$ cat config.mk
export PLATFORM = sky130hd
export DESIGN_NAME = packet_link_stats_monitor_top
export DESIGN_NICKNAME = d
export VERILOG_FILES = /design/src/sv/pls_pkg.sv /design/src/sv/packet_link_stats_monitor_top.sv /design/src/sv/pls_core.sv /design/src/sv/pls_outq.sv
export SDC_FILE = /design/constraint.sdc
export NUM_CORES = 2
export LEC_CHECK = 0
export ABC_AREA = 1
export BUFFER_PORTS_ARGS = -buffer_cell sky130_fd_sc_hd__buf_2
export CAP_MARGIN = 20
export CORE_MARGIN = 2
export CORE_UTILIZATION = 59
export DETAILED_ROUTE_END_ITERATION = 10
export GPL_TIMING_DRIVEN = 0
export PLACE_DENSITY = 0.89
export SYNTH_ARGS = -nofsm -noshare
export SYNTH_HDL_FRONTEND = slang
export SYNTH_SLANG_ARGS = --single-unit
export TNS_END_PERCENT = 30
$ cat constraint.sdc
create_clock -name clk -period 22.9 [get_ports clk]
set_clock_uncertainty 0.15 [all_clocks]
set_input_delay 1.145 -clock clk [delete_from_list [all_inputs] [get_ports clk]]
set_output_delay 1.145 -clock clk [all_outputs]
set_load 0.02 [all_outputs]
$ cat src/sv/pls_pkg.sv
// Shared types and constants of the packet link statistics monitor.
package pls_pkg;

  localparam logic [1:0] REQ_PACKET = 2'd0;
  localparam logic [1:0] REQ_TICK   = 2'd1;
  localparam logic [1:0] REQ_START  = 2'd2;

  localparam logic [1:0] END_RUNNING = 2'd0;
  localparam logic [1:0] END_TIMEOUT = 2'd1;
  localparam logic [1:0] END_SILENCE = 2'd2;
  localparam logic [1:0] END_MARKER  = 2'd3;

  localparam logic [31:0] END_MARK   = 32'hDEADBEEF;
  localparam logic [31:0] NO_SEQ     = 32'hFFFFFFFF;
  localparam logic [31:0] QUIET_MAX  = 32'hFFFFFFFF;
  localparam logic signed [7:0] RSSI_FLOOR = -8'sd128;

  localparam int CFG_IDX_W  = 1;
  localparam int CFG_DATA_W = 16;

  localparam logic [CFG_IDX_W-1:0] CFG_LISTEN_LIMIT  = 1'd0;
  localparam logic [CFG_IDX_W-1:0] CFG_SILENCE_LIMIT = 1'd1;

  localparam logic [CFG_DATA_W-1:0] LISTEN_LIMIT_RST  = 16'd15000;
  localparam logic [CFG_DATA_W-1:0] SILENCE_LIMIT_RST = 16'd3000;

  typedef struct packed {
    logic [1:0]        req_type;
    logic [31:0]       seq_word;
    logic [31:0]       tail_word;
    logic signed [7:0] rssi;
  } pls_item_t;

  typedef struct packed {
    logic [1:0]        end_reason;
    logic [31:0]       window_received;
    logic [31:0]       cumulative_received;
    logic [31:0]       unique_count;
    logic [31:0]       duplicate_count;
    logic [31:0]       lost_count;
    logic [31:0]       total_expected;
    logic signed [7:0] rssi_low;
    logic signed [7:0] rssi_high;
    logic signed [31:0] rssi_total;
    logic [15:0]       rssi_samples;
    logic [31:0]       session_age_ms;
  } pls_result_t;

endpackage

$ cat src/sv/packet_link_stats_monitor_top.sv
// Top level of the packet link statistics monitor.
//
//   Port group | Direction | Handshake          | Payload
//   in_        | request   | in_valid/in_stall  | pls_item_t
//   out_       | result    | out_valid/out_stall| pls_result_t
//   cfg_       | write     | cfg_we             | cfg_idx, cfg_wdata
//
// One request is accepted per cycle while in_stall is low; its result leaves on out_.
// The request register feeds the session update, whose result is held in a two-entry buffer.
// Reset is synchronous and active low and restores all limits and session state.
// While out_stall holds, the result register, the skid entry and the request register
// each absorb one request before in_stall rises.
module packet_link_stats_monitor_top import pls_pkg::*; (
  input  logic                  clk,
  input  logic                  rst_n,
  input  logic                  in_valid,
  output logic                  in_stall,
  input  pls_item_t             in_item,
  output logic                  out_valid,
  input  logic                  out_stall,
  output pls_result_t           out_data,
  input  logic                  cfg_we,
  input  logic [CFG_IDX_W-1:0]  cfg_idx,
  input  logic [CFG_DATA_W-1:0] cfg_wdata
);

  logic        req_v_r;
  pls_item_t   req_r;
  logic        q_full;
  logic        fire;
  pls_result_t res;

  assign fire     = req_v_r && !q_full;
  assign in_stall = req_v_r && q_full;

  always_ff @(posedge clk) begin
    if (!rst_n) begin
      req_v_r <= 1'b0;
    end else if (in_valid && !in_stall) begin
      req_v_r <= 1'b1;
    end else if (fire) begin
      req_v_r <= 1'b0;
    end
  end

  always_ff @(posedge clk) begin
    if (in_valid && !in_stall) begin
      req_r <= in_item;
    end
  end

  pls_core u_core (
    .clk       (clk),
    .rst_n     (rst_n),
    .cfg_we    (cfg_we),
    .cfg_idx   (cfg_idx),
    .cfg_wdata (cfg_wdata),
    .fire      (fire),
    .item      (req_r),
    .res       (res)
  );

  pls_outq u_outq (
    .clk       (clk),
    .rst_n     (rst_n),
    .push      (fire),
    .push_data (res),
    .full      (q_full),
    .out_valid (out_valid),
    .out_stall (out_stall),
    .out_data  (out_data)
  );

endmodule

$ cat src/sv/pls_core.sv
// Session state, configuration registers and combinational result computation.
module pls_core import pls_pkg::*; (
  input  logic                  clk,
  input  logic                  rst_n,
  input  logic                  cfg_we,
  input  logic [CFG_IDX_W-1:0]  cfg_idx,
  input  logic [CFG_DATA_W-1:0] cfg_wdata,
  input  logic                  fire,
  input  pls_item_t             item,
  output pls_result_t           res
);

  logic [CFG_DATA_W-1:0] listen_limit_r;
  logic [CFG_DATA_W-1:0] silence_limit_r;

  logic [31:0]        win_cnt_r,   win_cnt_nxt;
  logic [31:0]        all_cnt_r,   all_cnt_nxt;
  logic [31:0]        uniq_cnt_r,  uniq_cnt_nxt;
  logic [31:0]        dup_cnt_r,   dup_cnt_nxt;
  logic [31:0]        prev_seq_r,  prev_seq_nxt;
  logic [31:0]        high_seq_r,  high_seq_nxt;
  logic [31:0]        sender_r,    sender_nxt;
  logic [31:0]        sess_ms_r,   sess_ms_nxt;
  logic [31:0]        quiet_ms_r,  quiet_ms_nxt;
  logic signed [31:0] rssi_sum_r,  rssi_sum_nxt;
  logic signed [7:0]  rssi_min_r,  rssi_min_nxt;
  logic signed [7:0]  rssi_max_r,  rssi_max_nxt;
  logic [15:0]        rssi_cnt_r,  rssi_cnt_nxt;
  logic [1:0]         finish_r,    finish_nxt;

  logic [31:0] total;
  logic [31:0] lost;

  always_ff @(posedge clk) begin
    if (!rst_n) begin
      listen_limit_r  <= LISTEN_LIMIT_RST;
      silence_limit_r <= SILENCE_LIMIT_RST;
    end else if (cfg_we) begin
      unique case (cfg_idx)
        CFG_LISTEN_LIMIT:  listen_limit_r  <= cfg_wdata;
        CFG_SILENCE_LIMIT: silence_limit_r <= cfg_wdata;
        default: ;
      endcase
    end
  end

  always_comb begin
    win_cnt_nxt  = win_cnt_r;
    all_cnt_nxt  = all_cnt_r;
    uniq_cnt_nxt = uniq_cnt_r;
    dup_cnt_nxt  = dup_cnt_r;
    prev_seq_nxt = prev_seq_r;
    high_seq_nxt = high_seq_r;
    sender_nxt   = sender_r;
    sess_ms_nxt  = sess_ms_r;
    quiet_ms_nxt = quiet_ms_r;
    rssi_sum_nxt = rssi_sum_r;
    rssi_min_nxt = rssi_min_r;
    rssi_max_nxt = rssi_max_r;
    rssi_cnt_nxt = rssi_cnt_r;
    finish_nxt   = finish_r;
    if (fire) begin
      unique case (item.req_type)
        REQ_START: begin
          win_cnt_nxt  = '0;
          uniq_cnt_nxt = '0;
          dup_cnt_nxt  = '0;
          prev_seq_nxt = NO_SEQ;
          high_seq_nxt = '0;
          sender_nxt   = '0;
          sess_ms_nxt  = '0;
          quiet_ms_nxt = '0;
          rssi_sum_nxt = '0;
          rssi_min_nxt = '0;
          rssi_max_nxt = RSSI_FLOOR;
          rssi_cnt_nxt = '0;
          finish_nxt   = END_RUNNING;
        end
        REQ_TICK: begin
          if (finish_r == END_RUNNING) begin
            sess_ms_nxt = sess_ms_r + 32'd1;
            if (quiet_ms_r != QUIET_MAX) begin
              quiet_ms_nxt = quiet_ms_r + 32'd1;
            end
            if (sess_ms_nxt >= {16'd0, listen_limit_r}) begin
              finish_nxt = END_TIMEOUT;
            end else if ((win_cnt_r != '0) && (quiet_ms_nxt >= {16'd0, silence_limit_r})) begin
              finish_nxt = END_SILENCE;
            end
          end
        end
        REQ_PACKET: begin
          if (finish_r == END_RUNNING) begin
            rssi_sum_nxt = rssi_sum_r + 32'(item.rssi);
            rssi_cnt_nxt = rssi_cnt_r + 16'd1;
            if (item.rssi < rssi_min_r) begin
              rssi_min_nxt = item.rssi;
            end
            if (item.rssi > rssi_max_r) begin
              rssi_max_nxt = item.rssi;
            end
            if (item.seq_word == END_MARK) begin
              sender_nxt = item.tail_word;
              finish_nxt = END_MARKER;
            end else begin
              win_cnt_nxt = win_cnt_r + 32'd1;
              all_cnt_nxt = all_cnt_r + 32'd1;
              if ((prev_seq_r != NO_SEQ) && (item.seq_word == prev_seq_r)) begin
                dup_cnt_nxt = dup_cnt_r + 32'd1;
              end else begin
                uniq_cnt_nxt = uniq_cnt_r + 32'd1;
              end
              prev_seq_nxt = item.seq_word;
              if (item.seq_word > high_seq_r) begin
                high_seq_nxt = item.seq_word;
              end
              quiet_ms_nxt = '0;
            end
          end
        end
        default: ;
      endcase
    end
  end

  always_ff @(posedge clk) begin
    if (!rst_n) begin
      win_cnt_r  <= '0;
      all_cnt_r  <= '0;
      uniq_cnt_r <= '0;
      dup_cnt_r  <= '0;
      prev_seq_r <= NO_SEQ;
      high_seq_r <= '0;
      sender_r   <= '0;
      sess_ms_r  <= '0;
      quiet_ms_r <= '0;
      rssi_sum_r <= '0;
      rssi_min_r <= '0;
      rssi_max_r <= RSSI_FLOOR;
      rssi_cnt_r <= '0;
      finish_r   <= END_TIMEOUT;
    end else begin
      win_cnt_r  <= win_cnt_nxt;
      all_cnt_r  <= all_cnt_nxt;
      uniq_cnt_r <= uniq_cnt_nxt;
      dup_cnt_r  <= dup_cnt_nxt;
      prev_seq_r <= prev_seq_nxt;
      high_seq_r <= high_seq_nxt;
      sender_r   <= sender_nxt;
      sess_ms_r  <= sess_ms_nxt;
      quiet_ms_r <= quiet_ms_nxt;
      rssi_sum_r <= rssi_sum_nxt;
      rssi_min_r <= rssi_min_nxt;
      rssi_max_r <= rssi_max_nxt;
      rssi_cnt_r <= rssi_cnt_nxt;
      finish_r   <= finish_nxt;
    end
  end

  assign total = (sender_nxt != '0) ? sender_nxt : (high_seq_nxt + 32'd1);
  assign lost  = (total > all_cnt_nxt) ? (total - all_cnt_nxt) : '0;

  always_comb begin
    res.end_reason          = finish_nxt;
    res.window_received     = win_cnt_nxt;
    res.cumulative_received = all_cnt_nxt;
    res.unique_count        = uniq_cnt_nxt;
    res.duplicate_count     = dup_cnt_nxt;
    res.lost_count          = lost;
    res.total_expected      = total;
    res.rssi_low            = rssi_min_nxt;
    res.rssi_high           = rssi_max_nxt;
    res.rssi_total          = rssi_sum_nxt;
    res.rssi_samples        = rssi_cnt_nxt;
    res.session_age_ms      = sess_ms_nxt;
  end

endmodule

$ cat src/sv/pls_outq.sv
// Two-entry result buffer: output register plus skid register.
module pls_outq import pls_pkg::*; (
  input  logic        clk,
  input  logic        rst_n,
  input  logic        push,
  input  pls_result_t push_data,
  output logic        full,
  output logic        out_valid,
  input  logic        out_stall,
  output pls_result_t out_data
);

  logic        head_v_r;
  logic        skid_v_r;
  pls_result_t head_r;
  pls_result_t skid_r;
  logic        pop;

  assign pop       = head_v_r && !out_stall;
  assign full      = skid_v_r;
  assign out_valid = head_v_r;
  assign out_data  = head_r;

  always_ff @(posedge clk) begin
    if (!rst_n) begin
      head_v_r <= 1'b0;
      skid_v_r <= 1'b0;
    end else begin
      if (pop) begin
        if (skid_v_r) begin
          head_v_r <= 1'b1;
          skid_v_r <= push;
        end else begin
          head_v_r <= push;
        end
      end else if (push) begin
        if (head_v_r) begin
          skid_v_r <= 1'b1;
        end else begin
          head_v_r <= 1'b1;
        end
      end
    end
  end

  always_ff @(posedge clk) begin
    if (pop) begin
      if (skid_v_r) begin
        head_r <= skid_r;
        if (push) begin
          skid_r <= push_data;
        end
      end else if (push) begin
        head_r <= push_data;
      end
    end else if (push) begin
      if (head_v_r) begin
        skid_r <= push_data;
      end else begin
        head_r <= push_data;
      end
    end
  end

endmodule

Word level (Yosys, flattened, before mapping)
Index checks and enable logic that the tools add are counted. Widths: inputs -> output; s select.

Register bits: 1043. Logic and storage cells: 184. Input bits: 96. Output and inout bits: 292.

Eq/ne operators: 12. Bitwise logic cells: 1. Reductions and logical operators: 26. Muxes and demuxes: 82. $add $sub $neg: 10. $lt $le $gt $ge: 6.

Operators by type and width (number): $mux 290 (9); $mux 32 (37); $pmux 32 s2 (8); $add 32x1->32 const B (7); $pmux 32 s3 (1); $ge 32x16->1 (2); $gt 32x32->1 (2); $ne 32x32->1 const B (2); $reduce_bool 32->1 (2); $mux 8 (6); $add 32x8->32 (1); $eq 32x32->1 (1); $eq 32x32->1 const B (1); $mux 16 (2); $pmux 16 s2 (1); $pmux 8 s2 (2); $sub 32x32->32 (1); $add 16x1->16 const B (1); $mux 2 (6); $reduce_bool 2->1 (5); $mux 1 (9); $gt 8x8->1 (1); $lt 8x8->1 (1); $ne 2x1->1 const B (4); 13 further kinds (25).

Longest topological paths before layout
Word-level depth: 15. Mapped depth: 42. Mapped depth without buffers: 41.

Modules after synthesis
Synthesis repeated with hierarchy kept, for this count alone.

Cells, all modules: 5678. Area total of the unflattened synthesis: 49687.7 um^2.

By module, submodules not included: pls_core (instances 1, cells each 4059, area an instance 26277.7 um^2, sequential area each 7727.4 um^2); pls_outq (instances 1, cells each 1536, area an instance 21130.3 um^2, sequential area each 17456.7 um^2); packet_link_stats_monitor_top (instances 1, cells each 83, area an instance 2279.7 um^2, sequential area each 2242.2 um^2).

Worst setup path before layout
Ideal clock, no wire load.

Path type: register to register. Start point: register u_outq.skid_v_r (netlist: u_outq.full). End point: register u_outq.head_r (netlist bit u_outq.out_data[0]), enable pin. Buffers on the path: 2. Clock period less this slack: 16.431 ns. Data required time: 21.712 ns. Stages on the path, launching flop included: 8. Setup slack: 6.469 ns. Setup time: 1.038 ns. Arrival: 15.243 ns. Cells stage by stage: dfxtp_1 -> inv_1 -> nand2_2 -> inv_1 -> clkbuf_1 -> clkbuf_1 -> a21oi_1 -> a21oi_1.

Word-level cells in the longest chain between the ends: 4. Elaborated cells on any way between the ends: 5. Those cells by class: reduce/logical: 5.

RTL lines: start, declared (RTL line pls_outq.sv:14) `logic skid_v_r;`; start signal, assigned (RTL line pls_outq.sv:32) `skid_v_r <= push;`; $logic_not 1->1 (RTL line packet_link_stats_monitor_top.sv:33) `assign fire = req_v_r && !q_full;`; $logic_and 1x1->1 (RTL line packet_link_stats_monitor_top.sv:33); $reduce_bool 2->1 (no source line); $reduce_and 3->1 (no source line) (*); end signal, assigned (RTL line pls_outq.sv:49) `head_r <= skid_r;`; end signal, assigned (RTL line pls_outq.sv:54) `head_r <= push_data;`; end signal, assigned (RTL line pls_outq.sv:60) `head_r <= push_data;`; end, declared (RTL line pls_outq.sv:15) `pls_result_t head_r;`.

Every way passes the cells marked *; elsewhere a longest branch is shown, timed or not. A chain may end at the register's enable or synchronous reset.

Final worst setup path
Start point: register req_r[73] (netlist bit). End point: register u_outq.head_r (netlist bit u_outq.out_data[157]) (data pin).

Word-level cells in the longest chain between the ends: 10. Elaborated cells on any way between the ends: 19. Those cells by class: add/sub: 2; order compare: 1; eq/ne: 1; mux: 13; reduce/logical: 2.

RTL lines: start, declared (RTL line packet_link_stats_monitor_top.sv:28) `pls_item_t req_r;`; start signal, assigned (RTL line packet_link_stats_monitor_top.sv:48) `req_r <= in_item;`; $eq 2x2->1 / $logic_not 2->1 (equally long branches) (RTL line pls_core.sv:63) `unique case (item.req_type)`; $pmux 32 s2 (RTL line pls_core.sv:63); $mux 32 (RTL line pls_core.sv:62) `if (fire) begin`; $add 32x1->32 / $reduce_bool 32->1 (equally long branches) (RTL line pls_core.sv:160) `assign total = (sender_nxt != '0) ? sender_nxt : (high_seq_nxt + 32'd1);`; $mux 32 (RTL line pls_core.sv:160); $sub 32x32->32 / $gt 32x32->1 (equally long branches) (RTL line pls_core.sv:161) `assign lost = (total > all_cnt_nxt) ? (total - all_cnt_nxt) : '0;`; $mux 32 (*) (RTL line pls_core.sv:161); $mux 290, on equally long branches (RTL line pls_outq.sv:57, pls_outq.sv:53); $mux 290, on equally long branches (RTL line pls_outq.sv:56, pls_outq.sv:48); $mux 290 (*) (RTL line pls_outq.sv:47) `if (pop) begin`.

Every way passes the cells marked *; elsewhere a longest branch is shown, timed or not. The select of a mux whose other input is x is not followed.

==> results.txt <==
* Run status: complete, but fails checks
- Failing checks: antenna rules
- Number of antenna violations at the first check in global routing: 10
* Clock insertion delay at the later pin of the skew report: 700 ps
* Arrival time worst endpoint: 8190 ps
* Most prevalent standard cell on the critical path: nand2_1
* Cell with the largest stage delay on the worst path: a21boi_0
- Non-filler cells, final: 7823
- For this run the aggregate overflow at the end of global routing stands at 0.
- In this run the register-to-register setup slack is 15000 ps.
* Relative contribution of the clock network to total power: 0.433
- At the end of routability-driven placement, the weighted congestion stood at 0.9909.
- Number of buffers added to fix hold violations after cts: 0
* Maximum capacitance violations: 0
- After synthesis the netlist holds a flip-flop and latch count of 1043.
* Most frequent cells in the layout: 1209 x nand2_1, 840 x inv_1, 725 x nor2_1
- Net count after synthesis: 6298
- Count of buffer and inverter cells on the critical path: 8
- Buffer depth of the longest clock path: 3
- Clock slew at the register clock pins of the worst setup and hold paths: 60 ps
- The critical path crosses 32 cells after its start point.
- The tree built by TritonCTS fans out to 1043 sinks.
* Post-synth EDFFs: 654
- Antenna violation net count after detailed routing: 1
- The die covers 0.08983 sq mm.
- Number of levels the H-tree was split into: 3
- Placement-stage cell area: 0.05549 sq mm
* Achievable clock frequency: 0.1265 GHz
- Power share of the combinational group: 0.071
- IO Count: 388
- At the pin with the least slew margin, the transition time is 1260 ps.
- Vias in the first global route: 44120
- Counting the buffers created by CTS gives 106.
* Die outline height: 299.7 um
- Setup violations remaining at the end of the flow were counted as 0.
- The final-report hold violation count is 0.
- Final Total Pwr: 4162 uW
* Endpoint of the worst setup timing path: u_outq.out_data[157]$_DFFE_PP_
- Of all nets on the critical path, the largest fanout is 10.
- Headroom to the max-slew limit came out at 0.1602.
* Final period util: 0.3451
* Clock Tree Root: clkbuf_16
- During placement, the flow inserted port buffers numbering 386.
- At the end of the flow, the number of nets in the layout was 6819.
* Max-slew violation total from the final report: 0
- Horizontal extent of the die: 299.7 um
- Counting cells, the worst reg-to-reg path comes to 32.
- For this design the ratio of total power to cell area is 70.39 mW/mm^2.
- Wire length of the first global-routing pass: 253900 um
* Commonest non-fill, non-tap cell in the layout: nand2_1
- Counting flops with an async set or reset pin after synthesis yields a share of 0.
* Fraction of layout instances using a drive strength above 1: 0.1056
- Critical path's largest stage delay: 720 ps
* Kind of start point of the critical path: flip-flop
- In this run the worst setup path begins at req_r[73]$_DFFE_PP_.
- DRC errors left: 0
- VDD sags by at most 0.07409 mV.
- Dominant delay contributor by cell family on the critical path: simple AND/OR/NAND/NOR gates
- Net Sw Frac: 0.2438
* Floorplan row count: 108
- Yosys mapped the design onto 57 distinct sky130hd cell types.
* Router iterations before antenna repair: 7
- Summed over all nets, the switching power comes to 1015 uW.
* Avg Vias per Cell: 5.918
* Post-CTS Setup Inserts: 0
- Destination of the worst register-to-register timing path: u_outq.out_data[157]$_DFFE_PP_
- Hpwl dp: 128000 um
* Endpoint class of the critical path: flip-flop
* Fraction of power consumed by sequential logic: 0.496
- After clock tree synthesis, the repair step resized 0 gates.
- Share of the yosys chip area belonging to registers: 0.5316
- Worst r2r src: req_r[73]$_DFFE_PP_
- Final min period: 7902 ps
* Total number of yosys warnings: 0
* RSZ-0062 raised after global routing: no
- The internal power of the cells totals 3147 uW.
- TritonCTS built the clock tree.
- Area inside the core boundary: 0.08675 sq mm
* Leakage: 0.02631 uW
* Total instance count after detailed placement: 7610
- The routed layout has 46300 vias.
* Worst EP required: 23190 ps
- Detailed Route WL: 170200 um
* Most used DFF post-synth: edfxtp_1
- Setup total negative slack: 0 ps
- Layout area overhead: 14.59%
* Pin count of the biggest net entering global routing: 36
- Area of all placed cells without fillers: 0.05912 sq mm
- In the global route stage, overall resource usage came out at 0.3701.
- The cell count after synthesis came out at 6045.
- Starting density of the core: 0.5947
* Netlist area before placement: 0.05160 sq mm
- In this run the mean area of a mapped cell was 8.535 sq um.
- On the final layout, the worst hold slack is 326.5 ps.
- Setup Crit Path Kind: reg -> reg
- Wirelength per Cell: 21.75 um
- The min-delay analysis places its worst path in the category reg -> reg.
* Violation count after the first detailed-route iteration: 5361
power by group through the flow:
stage | registers (uW) | clock network [uW] | logic [uW]
finish | 2060 | 1800 | 297
global route | 2070 | 1880 | 318
CTS | 2060 | 1800 | 291
detailed placement | 2100 | 0 | 288
global placement | 2130 | 0 | 272
floorplan | 2140 | 0 | 142
tightest hold or removal path, delay by kind of cell (launching register included):
| kind | cells | cell delay [ps] |
|---|---|---|
| AOI/OAI and AO/OA | 1 | 60 |
| buffers and inverters | 1 | 70 |
| DFF | 1 | 290 |
worst min path at each step:
stage                                                 startpoint  cells past startpoint  slack, ps                                      to
after floorplan           u_core.listen_limit_r[10]$_SDFFE_PN0P_                      2        290  u_core.listen_limit_r[10]$_SDFFE_PN0P_
after global placement     u_core.listen_limit_r[6]$_SDFFE_PN0P_                      2        310   u_core.listen_limit_r[6]$_SDFFE_PN0P_
after detailed placement   u_core.listen_limit_r[1]$_SDFFE_PN0P_                      2        320   u_core.listen_limit_r[1]$_SDFFE_PN0P_
after CTS                  u_core.listen_limit_r[1]$_SDFFE_PN0P_                      2        320   u_core.listen_limit_r[1]$_SDFFE_PN0P_
after global routing      u_core.silence_limit_r[6]$_SDFFE_PN0P_                      2        350  u_core.silence_limit_r[6]$_SDFFE_PN0P_
final                     u_core.silence_limit_r[2]$_SDFFE_PN0P_                      2        330  u_core.silence_limit_r[2]$_SDFFE_PN0P_
routing by layer:
layer  global-route usage  vias up  routed length (um)
li1                     -    21170                   -
met1               0.4759    21810               64750
met2               0.5891     2822               77130
met3              0.07103      496               17850
met4               0.2120        6               10390
met5                    0        -                  47
cell type report:
class                   instances  area [sq um]
diodes                          9         22.52
plain buffers                 217         860.8
clock buffers                 134          2870
clock inverters                67         710.7
fillers                      6853         27630
inverters                     858          3222
multi-input cells            3927         20110
flip-flops and latches       1043         27430
well taps                    1155          1445
repair buffers                413          2451
cells in the mapped netlist (24+ instances only):
cell type / number / share of area
nor4_1: 46 / 0.0056
nand2_1: 1209 / 0.088
xor2_1: 104 / 0.018
xnor2_1: 46 / 0.0078
o21ai_0: 387 / 0.038
clkbuf_1: 184 / 0.013
a22oi_1: 39 / 0.0057
nor2_1: 727 / 0.053
ha_1: 155 / 0.038
a21oi_1: 361 / 0.035
nor3_1: 101 / 0.0098
or2_2: 40 / 0.0049
edfxtp_1: 654 / 0.38
and2_1: 24 / 0.0029
o211ai_1: 70 / 0.010
inv_1: 840 / 0.061
dfxtp_1: 389 / 0.15
nand3_1: 300 / 0.029
nand4_1: 100 / 0.012
cells by family (layout without fill, tap and decap cells):
group,Yosys count,after routing,share of synthesized area
compound gates,1015,1015,0.1106
xor+xnor,150,150,0.02546
fa+ha+maj,157,157,0.03836
buf+inv,1075,1689,0.07910
flops,1043,1043,0.5316
mux,13,13,0.002789
other cells,0,9,0
simple gates,2592,2592,0.2122
through the flow:
stage / util / setup slack, ps
after detailed placement: 0.6396 / 15520
after global routing: 0.6813 / 14750
after global placement: 0.6337 / -115.8
after CTS: 0.6809 / 15370
final: 0.6815 / 15000
after floorplan: - / 6469
Power figures use the tool's default switching activity.
